### src/hdl/pwmdiv_pkg.sv
// ----------------------------------------------------------------------------
// pwmdiv_pkg
// Shared types and constants of the PWM divider and wrap solver.
// ----------------------------------------------------------------------------
package pwmdiv_pkg;

  // field widths
  localparam int unsigned FreqW   = 28;
  localparam int unsigned DutyW   = 16;
  localparam int unsigned D16W    = 32;
  localparam int unsigned CountW  = 16;
  localparam int unsigned StatusW = 2;
  localparam int unsigned MulW    = 32;

  // configuration port
  localparam int unsigned ApbDataW = 32;
  localparam int unsigned ApbAddrW = 3;

  // largest period count (the wrap value is one less)
  localparam logic [CountW-1:0] WRAP_LIMIT = 16'd65534;

  // source clock after reset
  localparam logic [FreqW-1:0] SRC_CLK_RESET = 28'd125000000;

  // reciprocals for exact division of 32-bit values by 5 and by 3
  localparam logic [MulW-1:0] RECIP5 = 32'hCCCC_CCCD;
  localparam logic [MulW-1:0] RECIP3 = 32'hAAAA_AAAB;

  // status codes
  localparam logic [StatusW-1:0] STATUS_OK       = 2'd0;
  localparam logic [StatusW-1:0] STATUS_TOO_HIGH = 2'd1;
  localparam logic [StatusW-1:0] STATUS_TOO_LOW  = 2'd2;

  // input word
  typedef struct packed {
    logic [FreqW-1:0] freq_hz;
    logic [DutyW-1:0] duty;
  } in_word_t;

  // result word
  typedef struct packed {
    logic [7:0]         div_integer;
    logic [3:0]         div_fraction;
    logic [CountW-1:0]  wrap_value;
    logic [CountW-1:0]  compare_level;
    logic [StatusW-1:0] status;
  } out_word_t;

endpackage

### src/hdl/pwmdiv_serdiv.sv
// ----------------------------------------------------------------------------
// pwmdiv_serdiv
// Restoring serial divider, one quotient bit per cycle.
// ----------------------------------------------------------------------------
module pwmdiv_serdiv
  import pwmdiv_pkg::*;
(
  input  logic            clk_i,
  input  logic            rst_ni,
  input  logic            start_i,
  input  logic [D16W-1:0] dividend_i,
  input  logic [FreqW-1:0] divisor_i,
  output logic            done_o,
  output logic [D16W-1:0] quotient_o
);

  localparam int unsigned CntW = $clog2(D16W);

  logic            busy_q, busy_d;
  logic            done_q, done_d;
  logic [CntW-1:0] cnt_q, cnt_d;
  logic [FreqW-1:0] rem_q, rem_d;
  logic [D16W-1:0] quo_q, quo_d;
  logic [FreqW-1:0] dvs_q, dvs_d;

  logic [FreqW:0]   rem_sh;
  logic [FreqW+1:0] diff;

  // one shift-and-subtract step
  always_comb begin
    rem_sh = {rem_q, quo_q[D16W-1]};
    diff   = {1'b0, rem_sh} - {2'b00, dvs_q};
  end

  // sequencing of the iterations
  always_comb begin
    busy_d = busy_q;
    done_d = 1'b0;
    cnt_d  = cnt_q;
    rem_d  = rem_q;
    quo_d  = quo_q;
    dvs_d  = dvs_q;
    if (start_i) begin
      busy_d = 1'b1;
      cnt_d  = '0;
      rem_d  = '0;
      quo_d  = dividend_i;
      dvs_d  = divisor_i;
    end else if (busy_q) begin
      // remainder stays below the divisor, so its top bit is always clear
      if (diff[FreqW+1]) begin
        rem_d = rem_sh[FreqW-1:0];
        quo_d = {quo_q[D16W-2:0], 1'b0};
      end else begin
        rem_d = diff[FreqW-1:0];
        quo_d = {quo_q[D16W-2:0], 1'b1};
      end
      cnt_d = cnt_q + 1'b1;
      if (cnt_q == CntW'(D16W - 1)) begin
        busy_d = 1'b0;
        done_d = 1'b1;
      end
    end
  end

  // control registers
  always_ff @(posedge clk_i or negedge rst_ni) begin
    if (!rst_ni) begin
      busy_q <= 1'b0;
      done_q <= 1'b0;
      cnt_q  <= '0;
    end else begin
      busy_q <= busy_d;
      done_q <= done_d;
      cnt_q  <= cnt_d;
    end
  end

  // datapath registers
  always_ff @(posedge clk_i) begin
    rem_q <= rem_d;
    quo_q <= quo_d;
    dvs_q <= dvs_d;
  end

  assign done_o     = done_q;
  assign quotient_o = quo_q;

endmodule

### src/hdl/pwm_divider_wrap_solver.sv
// ----------------------------------------------------------------------------
// pwm_divider_wrap_solver
// Finds the PWM clock divider, wrap value and compare level for a frequency.
// ----------------------------------------------------------------------------
// Input channel: in_valid_i / in_stall_o carry one word (freq_hz, duty).
// Output channel: out_valid_o / out_stall_i carry one result word per input
// word (div_integer, div_fraction, wrap_value, compare_level, status).
// The APB port holds source_clock_hz at byte address 0; write it only while
// the block is idle.
// Operation: a serial divide of 32 quotient bits forms
// 16*source_clock_hz/freq_hz, then a small sequencer moves factors of 5, 3
// and 2 into the period count using one shared 32x32 multiplier (reciprocal
// division for 5 and 3, each a try and a check state, the check skipped
// when the limits rule it out). The compare level, duty times period count,
// uses the same multiplier. A zero frequency skips the divide and factoring;
// the next word can enter once the sequencer is idle. One word is worked
// on at a time: in_stall_o is high from acceptance until the result is
// placed in the output register.
// The output register lets the next word enter while a result waits; if
// out_stall_i holds the previous result, the finished one waits internally.
// Reset clears all control state and sets source_clock_hz to 125 MHz.
// ----------------------------------------------------------------------------
module pwm_divider_wrap_solver
  import pwmdiv_pkg::*;
(
  input  logic                clk_i,
  input  logic                rst_ni,
  // input channel
  input  logic                in_valid_i,
  output logic                in_stall_o,
  input  in_word_t            in_word_i,
  // output channel
  output logic                out_valid_o,
  input  logic                out_stall_i,
  output out_word_t           out_word_o,
  // configuration port
  input  logic                psel,
  input  logic                penable,
  input  logic                pwrite,
  input  logic [ApbAddrW-1:0] paddr,
  input  logic [ApbDataW-1:0] pwdata,
  output logic [ApbDataW-1:0] prdata,
  output logic                pready
);

  localparam logic [3:0] S_IDLE = 4'd0;
  localparam logic [3:0] S_DIV  = 4'd1;
  localparam logic [3:0] S_TRY5 = 4'd2;
  localparam logic [3:0] S_CHK5 = 4'd3;
  localparam logic [3:0] S_TRY3 = 4'd4;
  localparam logic [3:0] S_CHK3 = 4'd5;
  localparam logic [3:0] S_TRY2 = 4'd6;
  localparam logic [3:0] S_MULD = 4'd7;
  localparam logic [3:0] S_FIN  = 4'd8;

  logic [3:0]        state_q, state_d;
  logic [FreqW-1:0]  src_clk_q;
  logic [D16W-1:0]   d16_q, d16_d;
  logic [CountW-1:0] count_q, count_d;
  logic [DutyW-1:0]  duty_q, duty_d;
  logic [2*MulW-1:0] prod_q, prod_d;
  logic              out_valid_q, out_valid_d;
  out_word_t         out_word_q, out_word_d;

  logic              in_fire;
  logic              cfg_wr;
  logic              div_start;
  logic              div_done;
  logic [D16W-1:0]   div_quo;

  logic [MulW-1:0]   mul_a, mul_b;
  logic [2*MulW-1:0] mul_p;

  logic [CountW+2:0] count5;
  logic [CountW+1:0] count3;
  logic [CountW:0]   count2;
  logic [D16W-3:0]   q5;
  logic [D16W-2:0]   q3;
  logic [D16W-1:0]   q5x5, q3x3;
  logic [MulW:0]     cmp_sum;
  logic [StatusW-1:0] status;
  logic              out_free;

  // configuration register
  assign cfg_wr = psel && penable && pwrite && pready && (paddr[ApbAddrW-1] == 1'b0);
  assign pready = 1'b1;

  always_ff @(posedge clk_i or negedge rst_ni) begin
    if (!rst_ni) begin
      src_clk_q <= SRC_CLK_RESET;
    end else if (cfg_wr) begin
      src_clk_q <= pwdata[FreqW-1:0];
    end
  end

  always_comb begin
    if (paddr[ApbAddrW-1] == 1'b0) begin
      prdata = {{(ApbDataW-FreqW){1'b0}}, src_clk_q};
    end else begin
      prdata = '0;
    end
  end

  // handshakes
  assign in_stall_o = (state_q != S_IDLE);
  assign in_fire    = in_valid_i && (state_q == S_IDLE);
  assign out_free   = !out_valid_q || !out_stall_i;
  assign div_start  = in_fire && (in_word_i.freq_hz != '0);

  // serial divider for 16*source_clock/freq
  pwmdiv_serdiv u_serdiv (
    .clk_i      (clk_i),
    .rst_ni     (rst_ni),
    .start_i    (div_start),
    .dividend_i ({src_clk_q, 4'b0000}),
    .divisor_i  (in_word_i.freq_hz),
    .done_o     (div_done),
    .quotient_o (div_quo)
  );

  // shared multiplier operand select
  always_comb begin
    unique case (state_q)
      S_TRY5: begin
        mul_a = d16_q;
        mul_b = RECIP5;
      end
      S_TRY3: begin
        mul_a = d16_q;
        mul_b = RECIP3;
      end
      default: begin
        mul_a = {{(MulW-DutyW){1'b0}}, duty_q};
        mul_b = {{(MulW-CountW){1'b0}}, count_q};
      end
    endcase
  end
  assign mul_p = mul_a * mul_b;

  // factor arithmetic on the count and on the registered product
  always_comb begin
    count5  = {1'b0, count_q, 2'b00} + {3'b000, count_q};
    count3  = {1'b0, count_q, 1'b0} + {2'b00, count_q};
    count2  = {count_q, 1'b0};
    q5      = prod_q[2*MulW-1:34];
    q3      = prod_q[2*MulW-1:33];
    q5x5    = {q5, 2'b00} + {2'b00, q5};
    q3x3    = {q3, 1'b0} + {1'b0, q3};
    cmp_sum = {1'b0, prod_q[MulW-1:0]} + {{MulW{1'b0}}, 1'b1}
            + {{(MulW-15){1'b0}}, prod_q[MulW-1:16]};
  end

  // divider range check
  always_comb begin
    priority if (d16_q[D16W-1:4] == '0) begin
      status = STATUS_TOO_HIGH;
    end else if (d16_q[D16W-1:12] != '0) begin
      status = STATUS_TOO_LOW;
    end else begin
      status = STATUS_OK;
    end
  end

  // sequencer
  always_comb begin
    state_d     = state_q;
    d16_d       = d16_q;
    count_d     = count_q;
    duty_d      = duty_q;
    prod_d      = prod_q;
    out_valid_d = out_valid_q && out_stall_i;
    out_word_d  = out_word_q;
    unique case (state_q)
      S_IDLE: begin
        if (in_fire) begin
          count_d = CountW'(1);
          duty_d  = in_word_i.duty;
          if (in_word_i.freq_hz == '0) begin
            d16_d   = '1;
            state_d = S_FIN;
          end else begin
            state_d = S_DIV;
          end
        end
      end
      S_DIV: begin
        if (div_done) begin
          d16_d   = div_quo;
          state_d = S_TRY5;
        end
      end
      S_TRY5: begin
        if ((d16_q >= D16W'(80)) && (count5 <= (CountW+3)'(WRAP_LIMIT))) begin
          prod_d  = mul_p;
          state_d = S_CHK5;
        end else begin
          state_d = S_TRY3;
        end
      end
      S_CHK5: begin
        if (q5x5 == d16_q) begin
          d16_d   = {2'b00, q5};
          count_d = count5[CountW-1:0];
          state_d = S_TRY5;
        end else begin
          state_d = S_TRY3;
        end
      end
      S_TRY3: begin
        if ((d16_q >= D16W'(48)) && (count3 <= (CountW+2)'(WRAP_LIMIT))) begin
          prod_d  = mul_p;
          state_d = S_CHK3;
        end else begin
          state_d = S_TRY2;
        end
      end
      S_CHK3: begin
        if (q3x3 == d16_q) begin
          d16_d   = {1'b0, q3};
          count_d = count3[CountW-1:0];
          state_d = S_TRY5;
        end else begin
          state_d = S_TRY2;
        end
      end
      S_TRY2: begin
        if ((d16_q >= D16W'(32)) && (count2 <= (CountW+1)'(WRAP_LIMIT))) begin
          d16_d   = {1'b0, d16_q[D16W-1:1]};
          count_d = count2[CountW-1:0];
          state_d = S_TRY5;
        end else begin
          state_d = S_MULD;
        end
      end
      S_MULD: begin
        prod_d  = mul_p;
        state_d = S_FIN;
      end
      S_FIN: begin
        if (out_free) begin
          out_valid_d = 1'b1;
          out_word_d  = '0;
          out_word_d.status = status;
          if (status == STATUS_OK) begin
            out_word_d.div_integer   = d16_q[11:4];
            out_word_d.div_fraction  = d16_q[3:0];
            out_word_d.wrap_value    = count_q - CountW'(1);
            out_word_d.compare_level = cmp_sum[MulW-1:16];
          end
          state_d = S_IDLE;
        end
      end
      default: begin
        state_d = S_IDLE;
      end
    endcase
  end

  // control registers
  always_ff @(posedge clk_i or negedge rst_ni) begin
    if (!rst_ni) begin
      state_q     <= S_IDLE;
      out_valid_q <= 1'b0;
    end else begin
      state_q     <= state_d;
      out_valid_q <= out_valid_d;
    end
  end

  // datapath registers
  always_ff @(posedge clk_i) begin
    d16_q      <= d16_d;
    count_q    <= count_d;
    duty_q     <= duty_d;
    prod_q     <= prod_d;
    out_word_q <= out_word_d;
  end

  assign out_valid_o = out_valid_q;
  assign out_word_o  = out_word_q;

  // an accepted word keeps the input stalled in the next cycle
  a_busy_after_accept: assert property (@(posedge clk_i) disable iff (!rst_ni)
    in_valid_i && !in_stall_o |=> in_stall_o)
    else $error("input not stalled after accepting a word");

  // error results carry no divider, wrap or compare
  a_error_zeroed: assert property (@(posedge clk_i) disable iff (!rst_ni)
    out_valid_o && (out_word_o.status != STATUS_OK) |->
      (out_word_o.div_integer == '0) && (out_word_o.div_fraction == '0) &&
      (out_word_o.wrap_value == '0) && (out_word_o.compare_level == '0))
    else $error("error result with nonzero fields");

  // a good result has a divider of at least one
  a_ok_divider: assert property (@(posedge clk_i) disable iff (!rst_ni)
    out_valid_o && (out_word_o.status == STATUS_OK) |-> (out_word_o.div_integer != '0))
    else $error("ok result with divider below one");

  // period count stays within the wrap limit while factoring
  a_count_range: assert property (@(posedge clk_i) disable iff (!rst_ni)
    (state_q == S_TRY5) || (state_q == S_TRY3) || (state_q == S_TRY2) |->
      (count_q != '0) && (count_q <= WRAP_LIMIT))
    else $error("period count out of range");

  // a result is only loaded when the output register is free
  a_no_overwrite: assert property (@(posedge clk_i) disable iff (!rst_ni)
    out_valid_o && out_stall_i |=> $stable(out_word_o))
    else $error("stalled result overwritten");

endmodule
### config.mk
export PLATFORM = sky130hd
export DESIGN_NAME = pwm_divider_wrap_solver
export DESIGN_NICKNAME = d
export VERILOG_FILES = /design/src/hdl/pwmdiv_pkg.sv /design/src/hdl/pwmdiv_serdiv.sv /design/src/hdl/pwm_divider_wrap_solver.sv
export SDC_FILE = /design/constraint.sdc
export NUM_CORES = 2
export LEC_CHECK = 0
export BUFFER_PORTS_ARGS = -buffer_cell sky130_fd_sc_hd__clkbuf_2
export CAP_MARGIN = 0
export CORE_MARGIN = 2
export CORE_UTILIZATION = 42
export DETAILED_ROUTE_END_ITERATION = 12
export GPL_TIMING_DRIVEN = 0
export SLEW_MARGIN = 20
export SYNTH_ARGS = -nofsm -noshare
export SYNTH_HDL_FRONTEND = slang
export SYNTH_HIERARCHICAL = 1
export SYNTH_SLANG_ARGS = --single-unit
### constraint.sdc
create_clock -name clk_i -period 9.55 [get_ports clk_i]
set_clock_uncertainty 0.05 [all_clocks]
set_input_delay 0 -clock clk_i [delete_from_list [all_inputs] [get_ports clk_i]]
set_output_delay 0 -clock clk_i [all_outputs]
set_load 0.01 [all_outputs]
==> results.py <==
metrics = {
    "logic_synthesis": {
        "synthFlopType": "edfxtp_1",
        "ys_seq_area_share_pct": 17.4,
        "avgSynthCellArea_sq_um": 9.39,
        "synthCells": 5237,
        "yosys.area.top_type": "fa_1",
        "ys_warn_count": 6,
        "synthArstFlopShare_pct": 13.3,
        "ys_top_cells_by_area": "fa_1 (29%), edfxtp_1 (14%), ha_1 (14%), inv_1 (8.2%), nand2_1 (2.9%)",
        "synth_top_area_share_pct": 29.3,
        "synth_edf_count": 233,
        "synth_most_common_cell": "inv_1",
        "ys_seq_elements": 301,
        "syn-cell-area_sq_um": 49200,
        "synth.distinct_cells": 103,
        "synth_common_cells": "inv_1 (1080), fa_1 (721), ha_1 (540)",
    },
    "timing": {
        "setup_viol": 0,
        "hold-worst-slack_ps": 49.8,
        "min_period_ps": 9360,
        "tightest_slew_ps": 1190,
        "drv_slew": 0,
        "max_slew_margin_pct": 21.0,
        "hold_violations": 0,
        "final.period_utilization_pct": 98.0,
        "fmax_mhz": 107,
    },
    "clock_network": {
        "cts_max_level": 2,
        "cts_tree": "done",
        "cts.clk_slew.worst_paths_ps": 60,
        "worst_skew_pair.late_latency_ps": 620,
        "cts-root-buf": "clkbuf_16",
        "clock_path_buffers": 3,
        "numCtsBuffers": 40,
        "cts_sinks": 301,
    },
    "final_layout": {
        "fill_cells": 11134,
        "area_growth_pct": 12.8,
        "nNetsFinal": 6955,
        "multi_input_area_sq_um": 36600,
        "final_util_pct": 47.8,
        "seq_area_sq_um": 8580,
        "final_layout_size_suffix_gt1_share_pct": 9.86,
    },
    "global_routing": {
        "grt_first_pass_wirelength_microns": 250000,
        "grt_pass1_vias": 39715,
        "grt_max_degree": 33,
        "grt_overflow": 0,
        "antenna_found_initial": 10,
        "track_usage_pct": 27.9,
    },
    "worst_setup_path": {
        "slowest_delay_ps": 660,
        "path_class": "flip-flop to flip-flop",
        "crit_top_cell": "fa_1",
        "critPathBufInv": 11,
        "crit_path_start_kind": "flip-flop",
        "worstPathRequired_ps": 9830,
        "critPathCaptureType": "flip-flop",
        "crit_family": "adder cells",
        "cp_slowest_cell": "fa_2",
        "crit_fanout": 10,
        "critPathArrivalTime_ps": 9640,
    },
    "place": {
        "place_congestion": 1.00,
        "dp_hpwl_microns": 140000,
        "portBuffers": 155,
    },
    "die": {
        "die_y_microns": 346,
        "start_util_pct": 42.3,
        "die_w_microns": 346,
        "num_rows": 125,
        "io_pins": 167,
        "coreArea_sq_um": 116000,
        "die-area_sq_um": 120000,
    },
    "routing": {
        "wl_per_cell_microns": 23.3,
        "drt-initial-drc-count": 3497,
        "ant_nets": 0,
        "viasPerCell": 5.50,
        "drcViolationCount": 0,
        "dr.pass1.iters": 6,
        "vias": 39362,
        "wl_microns": 167000,
    },
    "flow_run": {
        "max_cap_viol_count": 0,
    },
    "status": {
        "run_status": "finished clean",
    },
    "min_path": {
        "min_path_type": "primary input to flip-flop",
    },
}
-- logic make-up after synthesis --
group                      count (synthesis)  synth area share (%)
and+or+nand+nor                         1250                  12.1
other                                      2                0.0153
muxes                                     95                  2.10
xor gates and xnor gates                 224                  3.99
buffers and inverters                   1264                  9.74
adders and majority gates               1261                  43.1
DFF                                      301                  17.4
AOI/OAI and AO/OA                        840                  11.5
-- cells in the final DEF (no fill, tap or decap), drive strengths merged, types with 34 or more instances in the layout --
cell	instances
o21ai	151
clkbuf	344
ha	540
a21o	84
nor2b	77
nand3	103
and3	68
edfxtp	233
nor2	327
conb	57
dlygate4sd3	76
inv	1083
nand4	53
a211oi	49
nor3	51
nand2b	34
xor2	91
fa	721
mux2	64
a21oi	222
and2	72
buf	83
xnor2	133
a22oi	67
nand2	379
-- area by class of cell --
class                   instances  share of cell area, %
diodes                          1                0.00451
plain buffers                 178                   1.60
clock buffers                  46                   1.90
clock inverters                26                  0.604
inverters                    1080                   7.31
multi-input cells            3727                   66.0
flip-flops and latches        301                   15.5
well taps                    1524                   3.44
repair buffers                280                   3.72
-- path summary, 6_finish.rpt --
check | end | start | slack (ps) | cells past startpoint
worst max-delay path | prod_q[60]$_DFFE_PP_ | state_q[0]$_DFFE_PN0P_ | 190 | 35
worst min-delay path | duty_q[5]$_DFFE_PP_ | in_word_i[5] | 50 | 2
worst max register to register | prod_q[60]$_DFFE_PP_ | state_q[0]$_DFFE_PN0P_ | 190 | 35
worst min register to register | u_serdiv/rem_q[24]$_SDFFE_PP0P_ | u_serdiv/rem_q[24]$_SDFFE_PP0P_ | 430 | 2
max in group asynchronous | src_clk_q[2]$_DFFE_PN0P_ | rst_ni | 8630 | 4
min in group asynchronous | src_clk_q[17]$_DFFE_PN1P_ | rst_ni | 560 | 3
-- repair_timing --
action                                 CTS  global route
endpoints found under the hold margin  137             0
setup buffers                           18            19
setup endpoints to repair               49            23
pin swaps                                7            15
hold buffers                            77             0
resized for setup                      151            87
-- sequential cells by signal, indices dropped and copies added (netlist names) --
register / flops
d16_q: 32
duty_q: 16
count_q: 16
u_serdiv/cnt_q: 5
u_serdiv/quotient_o: 32
out_valid_o: 1
u_serdiv/done_o: 1
state_q: 4
u_serdiv/dvs_q: 28
src_clk_q: 28
out_word_o: 46
u_serdiv/rem_q: 28
prod_q: 63
u_serdiv/busy_q: 1
-- metal layers --
| layer | up-vias | track usage, % | routed length (microns) |
|---|---|---|---|
| li1 | 17906 | - | - |
| met1 | 19638 | 37.4 | 69900 |
| met2 | 1510 | 44.8 | 77400 |
| met3 | 306 | 3.80 | 10800 |
| met4 | 2 | 12.6 | 8860 |
| met5 | - | 0 | 13 |
-- per-stage QoR --
stage | std cells | worst slack (ps) | TNS (ps) | cell area, sq um
global route | 7163 | -61.3 | -182 | 55500
detailed placement | 6982 | -2960 | -85380 | 52400
global placement | 6971 | -2820 | -81620 | 52100
floorplan | 5292 | 387 | 0 | 49400
finish | 7163 | 192 | 0 | 55500
CTS | 7146 | 2.59 | 0 | 55200
Power is left out: the tool's default activity adds up to more than one toggle a clock period on the data nets, which glitch-free logic cannot reach.
